**src/rtl/core/ggc_pkg.sv**
```systemverilog
package ggc_pkg;

    // Fixed field widths at the ports
    localparam int NB_W     = 12;
    localparam int COLOUR_W = 6;
    localparam int USED_W   = 7;

    // Default sizing
    localparam int DEF_MAX_NODES   = 4096;
    localparam int DEF_MAX_COLOURS = 64;

    typedef struct packed {
        logic has_neighbour;
        logic last;
        logic restart;
    } item_ctl_t;

    typedef struct packed {
        logic [NB_W-1:0]     node;
        logic [COLOUR_W-1:0] colour;
        logic [USED_W-1:0]   colours_used;
        logic                overflow;
    } result_t;

endpackage

```
**src/rtl/core/ggc_node_state.sv**
```systemverilog
module ggc_node_state #(
    parameter int MAX_NODES   = ggc_pkg::DEF_MAX_NODES,
    parameter int MAX_COLOURS = ggc_pkg::DEF_MAX_COLOURS,
    localparam int AW         = $clog2(MAX_NODES),
    localparam int CLR_W      = $clog2(MAX_COLOURS)
) (
    input  logic                    aclk,
    input  logic                    aresetn,
    input  logic                    fire,
    input  ggc_pkg::item_ctl_t      ctl,
    input  logic [ggc_pkg::NB_W-1:0] nb,
    input  logic [CLR_W-1:0]        nb_colour,
    output ggc_pkg::result_t        res,
    output logic                    wr_en,
    output logic [AW-1:0]           wr_addr,
    output logic [CLR_W-1:0]        wr_data
);

    localparam int CNT_W   = $clog2(MAX_NODES + 1);
    localparam int COUNT_W = $clog2(MAX_COLOURS + 1);
    localparam int CMP_W   = (CNT_W > ggc_pkg::NB_W) ? CNT_W : ggc_pkg::NB_W;

    logic [MAX_COLOURS-1:0] bitmap_reg, bitmap_next;
    logic [CNT_W-1:0]       cnt_reg, cnt_next;
    logic [COUNT_W-1:0]     count_reg, count_next;

    logic [MAX_COLOURS-1:0] bm_cur, bm_new;
    logic [CNT_W-1:0]       cnt_eff;
    logic [COUNT_W-1:0]     count_eff;
    logic                   mark;
    logic                   node_ovf;
    logic                   found;
    logic [CLR_W-1:0]       free_idx;
    logic [CLR_W-1:0]       colour;
    logic [COUNT_W-1:0]     count_new;
    logic                   colour_ovf;

    // restart folds into this same item
    assign cnt_eff   = ctl.restart ? '0 : cnt_reg;
    assign count_eff = ctl.restart ? COUNT_W'(1) : count_reg;
    assign bm_cur    = ctl.restart ? '0 : bitmap_reg;

    assign mark = ctl.has_neighbour && (CMP_W'(nb) < CMP_W'(cnt_eff))
                  && (COUNT_W'(nb_colour) < COUNT_W'(MAX_COLOURS));

    always_comb begin
        bm_new = bm_cur;
        if (mark) begin
            bm_new[nb_colour] = 1'b1;
        end
    end

    // first clear bit, lowest index wins
    always_comb begin
        found    = 1'b0;
        free_idx = '0;
        for (int i = MAX_COLOURS - 1; i >= 0; i--) begin
            if (!bm_new[i]) begin
                found    = 1'b1;
                free_idx = CLR_W'(i);
            end
        end
    end

    assign node_ovf   = (cnt_eff == CNT_W'(MAX_NODES));
    assign colour_ovf = !node_ovf && !found;

    always_comb begin
        count_new = count_eff;
        if (node_ovf) begin
            colour = '0;
        end else if (!found) begin
            colour = CLR_W'(MAX_COLOURS - 1);
        end else begin
            colour = free_idx;
            if (COUNT_W'(free_idx) + COUNT_W'(1) > count_eff) begin
                count_new = COUNT_W'(free_idx) + COUNT_W'(1);
            end
        end
    end

    assign res.node         = ggc_pkg::NB_W'(cnt_eff);
    assign res.colour       = ggc_pkg::COLOUR_W'(colour);
    assign res.colours_used = ggc_pkg::USED_W'(count_new);
    assign res.overflow     = node_ovf || colour_ovf;

    assign wr_en   = fire && ctl.last && !node_ovf;
    assign wr_addr = AW'(cnt_eff);
    assign wr_data = colour;

    always_comb begin
        bitmap_next = bitmap_reg;
        cnt_next    = cnt_reg;
        count_next  = count_reg;
        if (fire) begin
            if (ctl.last) begin
                bitmap_next = '0;
                count_next  = count_new;
                cnt_next    = node_ovf ? cnt_eff : cnt_eff + CNT_W'(1);
            end else begin
                bitmap_next = bm_new;
                count_next  = count_eff;
                cnt_next    = cnt_eff;
            end
        end
    end

    always_ff @(posedge aclk) begin
        if (!aresetn) begin
            bitmap_reg <= '0;
            cnt_reg    <= '0;
            count_reg  <= COUNT_W'(1);
        end else begin
            bitmap_reg <= bitmap_next;
            cnt_reg    <= cnt_next;
            count_reg  <= count_next;
        end
    end

endmodule

```
**config.mk**
```make
export PLATFORM = sky130hd
export DESIGN_NAME = ggc_node_state
export DESIGN_NICKNAME = d
export VERILOG_FILES = /design/src/rtl/core/ggc_pkg.sv /design/src/rtl/core/ggc_node_state.sv
export SDC_FILE = /design/constraint.sdc
export NUM_CORES = 1
export LEC_CHECK = 0
export BUFFER_PORTS_ARGS = -buffer_cell sky130_fd_sc_hd__buf_2
export CORE_AREA = 3 3 112 114
export DETAILED_ROUTE_END_ITERATION = 12
export DIE_AREA = 0 0 115 117
export GPL_TIMING_DRIVEN = 0
export PLACE_DENSITY = 0.81
export SLEW_MARGIN = 10
export SYNTH_ARGS = -nofsm -noshare
export SYNTH_HDL_FRONTEND = slang
export SYNTH_SLANG_ARGS = --single-unit
```
**constraint.sdc**
```tcl
create_clock -name aclk -period 7.8 [get_ports aclk]
set_clock_uncertainty 0.1 [all_clocks]
set_input_delay 0 -clock aclk [delete_from_list [all_inputs] [get_ports aclk]]
set_output_delay 0 -clock aclk [all_outputs]
set_load 0.005 [all_outputs]
```
# Word level (Yosys, flattened, before mapping)
# Index checks and enable logic that the tools add are counted.
# W data, S select, Z words.
dict set report classes {
  add_sub_neg 2
  order_cmp 4
  n_eq_ne 1
  n_mux 143
  bitwise 1
  n_reduce_logical 8
}
# op count
set ops {}
lappend ops {{$mux W6} 66}
lappend ops {{$mux W64} 3}
lappend ops {{$mux W1} 65}
lappend ops {{$or A64 B64 Y64} 1}
lappend ops {{$mux W13} 3}
lappend ops {{$mux W7} 5}
lappend ops {{$add A13 B1 Y13 const B} 1}
lappend ops {{$eq A13 B13 Y1 const B} 1}
lappend ops {{$lt A12 B13 Y1} 1}
lappend ops {{$add A6 B1 Y7 const B} 1}
lappend ops {{$gt A7 B7 Y1} 1}
lappend ops {{$lt A6 B7 Y1 const B} 1}
lappend ops {{$demux W1 S6} 1}
lappend ops {{$ge A6 B1 Y1 const B} 1}
lappend ops {{$logic_and A1 B1 Y1} 5}
lappend ops {{$logic_not A1 Y1} 2}
lappend ops {{$logic_or A1 B1 Y1} 1}
dict set report totals {
  ff_bits 84
  input_bits 24
  out_inout_bits 45
  wordCells 162
}

# Longest topological paths before layout
# Gate-level depths: netlist (run 1).
dict set report logic_depth {
  depth_word 76
  depth_mapped 39
  depth_no_buf 29
}

# Least setup slack after synthesis (run 1)
# OpenSTA, ideal clock, no wires.
dict set report synth_timing {
  kind {input -> register}
  from {input port ctl[0] (netlist bit)}
  to {register count_reg[1]}
  setup_ps 65
  arrival_time_ps 7059
  setup_slack_ps 576
  cell_stages 35
  path_buffers 8
  path_cell_list {buf_6 clkinv_1 clkbuf_1 buf_1 clkbuf_1 clkbuf_1 buf_2 nand2_1 ha_1 a21oi_1 nor3b_1 buf_6 clkbuf_1 a2111oi_0 a22oi_1 or2_2 o311ai_0 a21oi_1 o2111ai_1 a41oi_1 or3_1 inv_1 ha_1 inv_1 or3b_4 xnor2_1 inv_1 ha_1 nand4_1 o21ai_0 nor2_1 nor4b_4 mux2i_1 a22oi_1 nor2_1}
}
# item line_no
set synth_rtl {}
lappend synth_rtl {{start, declared} ggc_node_state.sv:10} ;# input ggc_pkg::item_ctl_t ctl,
lappend synth_rtl {{end signal, assigned} ggc_node_state.sv:116} ;# count_reg <= count_next;
lappend synth_rtl {{end, declared} ggc_node_state.sv:25} ;# logic [COUNT_W-1:0] count_reg, count_next;

==> impl_metrics.toml, run 1 <==
[clock_tree]
tritoncts = "done"
cts-buffers-inserted = 9
clockBufferDepth = 2
clock_tree.root_cell = "sky130_fd_sc_hd__clkbuf_16"
clock_latency_ns = 0.35
cts.reportedPaths.clkPinSlew_ns = 0.06
htreeDepth = 3
tritoncts_num_sinks = 84

[sta]
hold_slack_ns = 0.0821
timing.fmax_ghz = 0.131
max_slew.worst_pin.slew_ns = 0.941
timing.final.setup_violations = 0
final-max-slew-violation-count = 0
final_hold_viol_count = 0
timing.slew.headroom_pct = 37.0
final_period_minus_worst_setup_slack_ns = 7.61
period_share_pct = 97.6
final.setup.worst_slack_ns = 0.187

[pwr]
reg_power_share_pct = 41.6
power.share.combinational_pct = 13.6
switching_power_of_the_nets_uw = 282
internal-power_uw = 754
worst_ir_drop_vdd_mv = 0.136
power.share.clock_pct = 44.8
leakage_nw = 2.98
power_switching_share_pct = 27.2
fin_total_pwr_mw = 1.04
p_per_area_nw_per_um2 = 126

[setup_path]
worst_ep_required_time_ns = 7.70
slowest_delay_ns = 0.60
cell_with_the_largest_stage_delay_on_the_worst_path = "sky130_fd_sc_hd__nor4b_1"
path_max_fanout = 19
setup.worst_path.end_class = "output port"
crit_arrival_ns = 7.51
worstSetupPathType = "primary input to output port"
critPathMostFrequentCell = "sky130_fd_sc_hd__buf_6"
worstSetupStartpointType = "primary input"

[layout]
flow.area_growth_from_synthesis_pct = 15.9
num-nets-final = 1094
largest_register_ff_count = 64
stdcell_area_um2 = 8190
fillers = 987
post_route_utilization_pct = 71.2
antenna_cells_inserted = 0
layout-drive-gt1-share_pct = 19.4
layout_common_cells = "143 x sky130_fd_sc_hd__nor2_1, 87 x sky130_fd_sc_hd__nand2_1, 84 x sky130_fd_sc_hd__dfxtp_1"
most_common_cell_after_layout_fill_and_taps_aside = "sky130_fd_sc_hd__nor2_1"

[global_route]
grt.total_usage_pct = 38.3
grt_util_met3_pct = 10.1
globalRouteMet2Util_pct = 59.1
grt.overflow.total = 0
grt_first_pass_wirelength_um = 40000
grtUsageMet1_pct = 47.1
antenna_found_initial = 0
pin_count_of_the_biggest_net_entering_global_routing = 14
grt_busiest_layer = "met2"
via_count_of_the_first_global_routing_pass = 7588

[logic_synthesis]
synth_cells = 969
ys_async_sr_fraction_pct = 0
number_of_enable_flip_flop_cells_after_synthesis = 0
ys_seq_area_share_pct = 23.8
synthesis.area_per_instance_um2 = 7.30
mappedNetlistNets = 1014
synth-main-ff-cell = "sky130_fd_sc_hd__dfxtp_1"
synth.cell_area_um2 = 7070
ys_ff_latch = 84
synth_warnings = 0
synthDistinctLibCells = 93

[floorplanning]
std_cell_rows = 39
io_pins = 69
die-width_um = 115
core_area_um2 = 11500
dieArea_um2 = 13500
initial_core_util_pct = 61.4
die-height_um = 117

[drt]
via_count = 8324
postRouteAntennaNets = 0
wire_per_inst_um = 22.1
drc_markers = 0
postRouteWirelength_um = 26500
length_of_the_first_detailed_routing_pass_in_iterations = 7
detailedRoute.firstIterationViolations = 1578
vias_per_cell = 6.95

[placed_design]
dp_hpwl_um = 19100
io_buffer_count = 65
post_dp_cell_area_um2 = 7580
globalplace.congestion = 1.08
dp_slack_ns = -2.42

[job]
drv.max_cap_violation_count = 0

[run_status]
run_status = "complete, no violations"

[worst_hold_path]
holdCritPathClass = "primary input to flop"
[worst paths after layout]
path / start / end / slack, ns / cells after the start
min reg2reg: count_reg[6] / count_reg[6] / 0.37 / 2
max reg2reg: cnt_reg[4] / count_reg[1] / 0.68 / 30
max: ctl[0] / res[1] / 0.19 / 38
min: aresetn / bitmap_reg[58] / 0.08 / 4
[cell families (layout without fill, tap and decap cells)]
| kind of cell | after synthesis | after routing | share of synthesized area, % |
|---|---|---|---|
| flops | 84 | 84 | 23.8 |
| compound gates | 287 | 287 | 30.0 |
| xor+xnor | 14 | 14 | 1.73 |
| fa+ha+maj | 21 | 21 | 3.72 |
| buf+inv | 138 | 223 | 9.71 |
| simple gates | 420 | 420 | 30.4 |
| mux | 5 | 5 | 0.725 |
[through the flow]
stage / std cells / TNS [ns]
global placement: 1177 / -30.72
global route: 1197 / -0.0119
detailed placement: 1177 / -31.68
CTS: 1195 / 0
floorplan: 969 / 0
finish: 1197 / 0
[critical path, delay by kind of cell]
kind	cells	cell delay (ns)
AOI/OAI and AO/OA	9	2.16
muxes	1	0.37
xor gates and xnor gates	1	0.13
adders and majority gates	3	0.84
and+or+nand+nor	10	1.80
buffers and inverters	14	2.15
[cell usage after synthesis, drive strengths merged, types with 14 or more instances]
library cell    n  share of area, %
inv            39               2.1
and2           14               1.2
nand4          16               1.5
dfxtp          84                24
a2111oi        33               4.8
ha             21               3.7
clkbuf         44               2.3
o21ai          29               2.3
nand2          90               4.8
a31oi          18               1.6
a21oi          63               4.5
nor2          144               7.6
nor3           22               1.6
nor2b          16               1.5
and3           15               1.3
buf            53               5.2
nand3          38               2.9
a22oi          57               6.1
[routing by layer]
layer  vias to the layer above  share of wire (%)
met5                         -                  0
met4                         0                7.6
met3                       149                 12
met2                       626                 42
met1                      3818                 38
li1                       3731                  -
[power groups by stage]
stage	sequential (mW)	clock, mW	combinational (mW)
after floorplan	0.440	0	0.0783
after CTS	0.431	0.468	0.130
after global routing	0.430	0.486	0.146
final	0.431	0.464	0.141
after global placement	0.440	0	0.123
after detailed placement	0.440	0	0.124
[timing repair]
item,4_1_cts,5_1_grt
endpoints found under the hold margin,1,0
setup buffers,1,3
endpoints found under the setup margin,14,14
pin swaps,2,7
gates cloned,0,0
resized for setup,37,39
hold buffers,1,0
[final cells by class]
type / instances / area (um2) / area share, %
Multi-Input combinational cell: 747 / 4890 / 59.7
Sequential cell: 84 / 1680 / 20.5
Buffer: 96 / 603 / 7.36
Timing Repair Buffer: 70 / 365 / 4.46
Clock buffer: 11 / 243 / 2.96
Tap cell: 143 / 179 / 2.18
Inverter: 41 / 156 / 1.91
Clock inverter: 5 / 75.1 / 0.916
(Power assumes the default switching activity.)
==> inputs of run 2 (changes only) <==
--- a/config.mk
+++ b/config.mk
@@ -5,10 +5,11 @@
 export SDC_FILE = /design/constraint.sdc
 export NUM_CORES = 1
 export LEC_CHECK = 0
-export BUFFER_PORTS_ARGS = -buffer_cell sky130_fd_sc_hd__buf_2
-export CORE_AREA = 3 3 112 114
+export CORE_AREA = 3 3 108 110
+export CTS_BUF_LIST = sky130_fd_sc_hd__clkbuf_4
 export DETAILED_ROUTE_END_ITERATION = 12
-export DIE_AREA = 0 0 115 117
+export DIE_AREA = 0 0 111 113
+export DONT_BUFFER_PORTS = 1
 export GPL_TIMING_DRIVEN = 0
 export PLACE_DENSITY = 0.81
 export SLEW_MARGIN = 10
==> run 2 against run 1 <==
  * The run now ends with negative hold slack left
  * Register-to-register slack worse by 0.30 ns
  * Critical endpoint unchanged
  * Clock power down 52%
  * Routed wire length down 0.38%
==> impl_metrics.toml, run 2 (synthesis gave the netlist of run 1 again) <==
[clock_tree]
tritoncts_num_sinks = 84
tritoncts = "done"
cts-buffers-inserted = 9
clockBufferDepth = 2
cts.reportedPaths.clkPinSlew_ns = 0.14
clock_latency_ns = 0.50
clock_tree.root_cell = "sky130_fd_sc_hd__clkbuf_4"
htreeDepth = 3

[setup_path]
setup.worst_path.end_class = "output port"
worstSetupPathType = "primary input to output port"
r2r_end = "count_reg[1]"
rr_worst_depth = 24
cp_top_family = "compound AO/OA/AOI/OAI gates"
worstSetupStartpointType = "primary input"
crit_buf_inv = 7
path_max_fanout = 10
crit_arrival_ns = 7.64
cell_with_the_largest_stage_delay_on_the_worst_path = "sky130_fd_sc_hd__a2111oi_0"
slowest_delay_ns = 0.89
flop_to_flop_setup_slack_ns = 0.38
worst_flop_to_flop_path_startpoint = "cnt_reg[6]"
worst_ep_required_time_ns = 7.70

[layout]
flow.area_growth_from_synthesis_pct = 8.28
layout-drive-gt1-share_pct = 13.1
most_common_cell_after_layout_fill_and_taps_aside = "sky130_fd_sc_hd__nor2_1"
num-nets-final = 1037
largest_register_ff_count = 64
layout_common_cells = "143 x sky130_fd_sc_hd__nor2_1, 87 x sky130_fd_sc_hd__nand2_1, 84 x sky130_fd_sc_hd__dfxtp_1"

[sta]
final_period_minus_worst_setup_slack_ns = 7.74
post_route_setup_tns_ns = 0
period_share_pct = 99.2
final-max-slew-violation-count = 0
timing.final.setup_violations = 0
timing.fmax_ghz = 0.129
max_slew.worst_pin.slew_ns = 0.997
final_hold_viol_count = 1
hold_slack_ns = -0.00890
timing.slew.headroom_pct = 33.2

[worst_hold_path]
holdCritPathClass = "primary input to flop"
hold_path_startpoint = "ctl[1]"
min_to = "count_reg[2]"
hold-path-cell-count = 3

[placed_design]
io_buffer_count = 0
dp_hpwl_um = 19000
globalplace.congestion = 1.09

[floorplanning]
core_area_um2 = 10800
dieArea_um2 = 12500
initial_core_util_pct = 65.5
die-height_um = 113
std_cell_rows = 38
io_pins = 69
die-width_um = 111

[global_route]
pin_count_of_the_biggest_net_entering_global_routing = 20
grt_first_pass_wirelength_um = 40400
antenna_found_initial = 1
grt.overflow.total = 0
grt.total_usage_pct = 40.8
via_count_of_the_first_global_routing_pass = 7454

[run_status]
run_status = "finished, violations left"
violations = "negative hold slack"

[drt]
postRouteWirelength_um = 26400
detailedRoute.firstIterationViolations = 1637
drc_markers = 0
postRouteAntennaNets = 0
vias_per_cell = 7.17
wire_per_inst_um = 23.2
via_count = 8159
length_of_the_first_detailed_routing_pass_in_iterations = 7

[pwr]
leakage_nw = 2.56
p_per_area_nw_per_um2 = 103
fin_total_pwr_uw = 790
worst_ir_drop_vdd_mv = 0.113

[job]
drv.max_cap_violation_count = 0
-- run 2: cell count changes in the layout (fill, tap and decap cells not counted), sizes merged --
cell         delta
bufinv          -2
clkbuf          -1
diode           +1
buf            -67
clkinvlp        +3
dlygate4sd3     +9
clkinv          +1
-- run 2: area by class of cell --
| cell class | instances | area, um2 |
|---|---|---|
| timing repair buffer | 13 | 123 |
| buffer | 96 | 588 |
| fill | 968 | 3140 |
| sequential | 84 | 1680 |
| clock buffer | 9 | 67.6 |
| multi-input combinational | 747 | 4820 |
| antenna | 1 | 2.50 |
| clock inverter | 7 | 43.8 |
| inverter | 41 | 156 |
| tap | 140 | 175 |
-- run 2: report_power, final --
part | leakage, nW | internal, mW | switching [mW] | total (mW)
clock | 0.0530 | 0.0628 | 0.162 | 0.225
combinational | 1.83 | 0.0340 | 0.101 | 0.135
sequential | 0.677 | 0.430 | 0.000782 | 0.431
-- run 2: stage by stage --
step | hold WS [ns] | util (%) | setup WS, ns | instance area, um2 | cells
floorplan | 0.113 | - | 0.576 | 7070 | 969
global placement | 0.119 | 67.1 | -2.31 | 7250 | 1109
CTS | 0.000182 | 69.8 | 0.00732 | 7540 | 1135
detailed placement | 0.157 | 67.1 | -2.24 | 7250 | 1109
global route | 0.0489 | 70.9 | -0.141 | 7660 | 1138
finish | -0.00890 | 70.9 | 0.0638 | 7660 | 1138
-- run 2: worst max-delay path by stage --
| stage | cells after the start | to | from | slack, ns |
|---|---|---|---|---|
| finish | 27 | res[1] | ctl[0] | 0.06 |
| CTS | 36 | res[1] | ctl[0] | 0.007 |
| detailed placement | 37 | count_reg[1] | ctl[0] | -2.24 |
| floorplan | 35 | count_reg[1] | ctl[0] | 0.58 |
| global route | 29 | res[1] | ctl[0] | -0.14 |
| global placement | 37 | count_reg[1] | ctl[0] | -2.31 |
-- run 2: tightest hold or removal path, cell delays in order --
cell and delay (ns):
sky130_fd_sc_hd__and2_1 0.10, sky130_fd_sc_hd__clkbuf_1 0.31, sky130_fd_sc_hd__a311oi_2 0.14
-- run 2: layer usage --
layer  part of all wire (%)  up-vias  GRT usage, %
met5                      0        -             0
met4                    7.3        0          26.9
met3                     13      178          9.36
met2                     42      674          61.7
met1                     38     3689          52.2
li1                       -     3618             -
-- run 2: timing repair --
item	CTS	global route
hold buffers	10	0
buffers inserted	1	2
pin swaps	1	4
hold endpoints to repair	46	0
gates resized for setup	27	32
endpoints found under the setup margin	14	14
==> inputs of run 3 (changes only) <==
--- a/config.mk
+++ b/config.mk
@@ -11,7 +11,7 @@
 export DIE_AREA = 0 0 111 113
 export DONT_BUFFER_PORTS = 1
 export GPL_TIMING_DRIVEN = 0
-export PLACE_DENSITY = 0.81
+export PLACE_DENSITY_LB_ADDON = 0.15
 export SLEW_MARGIN = 10
 export SYNTH_ARGS = -nofsm -noshare
 export SYNTH_HDL_FRONTEND = slang
==> run 3 against run 2 <==
  * The flow finishes with violations (design-rule violations)
  * Final cell count increased by 0.44%
  * Total power increased by 10%
  * Die area unchanged
  * Largest power group unchanged
  * Critical path type unchanged
==> impl_metrics.toml, run 3 (synthesis gave the netlist of run 1 again) <==
[global_route]
grt_first_pass_wirelength_um = 42100
pin_count_of_the_biggest_net_entering_global_routing = 14
grtUsageMet1_pct = 52.9
antenna_found_initial = 2
grt_util_met3_pct = 12.8
globalRouteMet2Util_pct = 65.3
grt.total_usage_pct = 42.8
via_count_of_the_first_global_routing_pass = 7658
grt_busiest_layer = "met2"
grt.overflow.total = 0

[drt]
via_count = 8280
postRouteWirelength_um = 27700
length_of_the_first_detailed_routing_pass_in_iterations = 11
postRouteAntennaNets = 0
detailedRoute.firstIterationViolations = 1606
vias_per_cell = 7.24
wire_per_inst_um = 24.2
drc_markers = 2

[sta]
period_share_pct = 97.3
timing.fmax_ghz = 0.132
max_slew.worst_pin.slew_ns = 0.910
final_period_minus_worst_setup_slack_ns = 7.59
timing.slew.headroom_pct = 39.3
final-max-slew-violation-count = 0
final_hold_viol_count = 0
timing.final.setup_violations = 0
hold_slack_ns = 0.0117
final.setup.worst_slack_ns = 0.208

[setup_path]
worst_flop_to_flop_path_startpoint = "cnt_reg[4]"
setup.worst_path.end_class = "output port"
crit_arrival_ns = 7.49
worst_ep_required_time_ns = 7.70
path_max_fanout = 10
cell_with_the_largest_stage_delay_on_the_worst_path = "sky130_fd_sc_hd__a2111oi_2"
worstSetupStartpointType = "primary input"
slowest_delay_ns = 0.50
worstSetupPathType = "primary input to output port"
critPathMostFrequentCell = "sky130_fd_sc_hd__inv_1"
setup.worst_path.start = "ctl[0]"
rr_worst_depth = 28

[pwr]
p_per_area_nw_per_um2 = 113
fin_total_pwr_uw = 872
worst_ir_drop_vdd_mv = 0.158
leakage_nw = 2.61

[layout]
fillers = 948
flow.area_growth_from_synthesis_pct = 9.18
num-nets-final = 1041
fin_cells = 1143
largest_register_ff_count = 64
post_route_utilization_pct = 71.5
layout-drive-gt1-share_pct = 13.2
most_common_cell_after_layout_fill_and_taps_aside = "sky130_fd_sc_hd__nor2_1"
layout_common_cells = "143 x sky130_fd_sc_hd__nor2_1, 87 x sky130_fd_sc_hd__nand2_1, 84 x sky130_fd_sc_hd__dfxtp_1"

[placed_design]
dp_slack_ns = -2.37
place_inst = 1109
io_buffer_count = 0
globalplace.congestion = 1.03
dp_hpwl_um = 19600

[clock_tree]
cts-buffers-inserted = 9
tritoncts_num_sinks = 84
clock_tree.root_cell = "sky130_fd_sc_hd__clkbuf_4"
clock_latency_ns = 0.52
tritoncts = "done"
clockBufferDepth = 2
htreeDepth = 3
cts.reportedPaths.clkPinSlew_ns = 0.15

[floorplanning]
dieArea_um2 = 12500
die-height_um = 113
io_pins = 69
initial_core_util_pct = 65.5
std_cell_rows = 38
die-width_um = 111
core_area_um2 = 10800

[worst_hold_path]
hold_path_startpoint = "nb_colour[5]"
holdCritPathClass = "primary input to flop"
hold-path-cell-count = 5

[job]
drv.max_cap_violation_count = 0

[run_status]
violations = "design-rule violations"
run_status = "finished, violations left"
## run 3: per-layer routing
metal / part of all wire, % / up-vias
met3: 14 / 156
met4: 6.6 / 0
met2: 43 / 736
met5: 0 / -
li1: - / 3633
met1: 37 / 3755
## run 3: worst paths after layout
path / to / slack [ns]
setup / recovery: res[1] / 0.21
hold / removal: bitmap_reg[62] / 0.01
setup reg to reg: count_reg[1] / 0.51
hold reg to reg: count_reg[6] / 0.39
## run 3: critical path: cells and delay by family
kind            cells  cell delay, ns
mux                 1            0.38
simple gates        7            1.70
buf+inv             9            1.86
fa+ha+maj           3            0.68
xor+xnor            1            0.22
compound gates     12            2.64
## run 3: final cells by class
class,count,area [um2],share of cell area (%)
timing repair buffer,16,153,1.98
antenna,2,5.00,0.0648
clock inverter,6,78.8,1.02
tap,140,175,2.27
multi-input combinational,747,4800,62.1
clock buffer,10,75.1,0.972
inverter,41,159,2.06
sequential,84,1680,21.8
buffer,97,598,7.75
## run 3: stage by stage
step	cell area, um2	setup TNS [ns]
global placement	7250	-29.71
global route	7720	-0.0361
CTS	7620	0
floorplan	7070	0
finish	7720	0
detailed placement	7250	-30.26
## run 3: power breakdown
group / switching (mW) / internal, mW / total, mW
clock network: 0.171 / 0.131 / 0.302
registers: 0.000767 / 0.430 / 0.431
logic: 0.105 / 0.0351 / 0.140
## run 3: repair_timing
item	CTS	global route
setup buffers	1	2
gates resized for setup	26	35
endpoints found under the hold margin	46	0
endpoints found under the setup margin	14	14
hold buffers	13	0
pin swaps	3	4
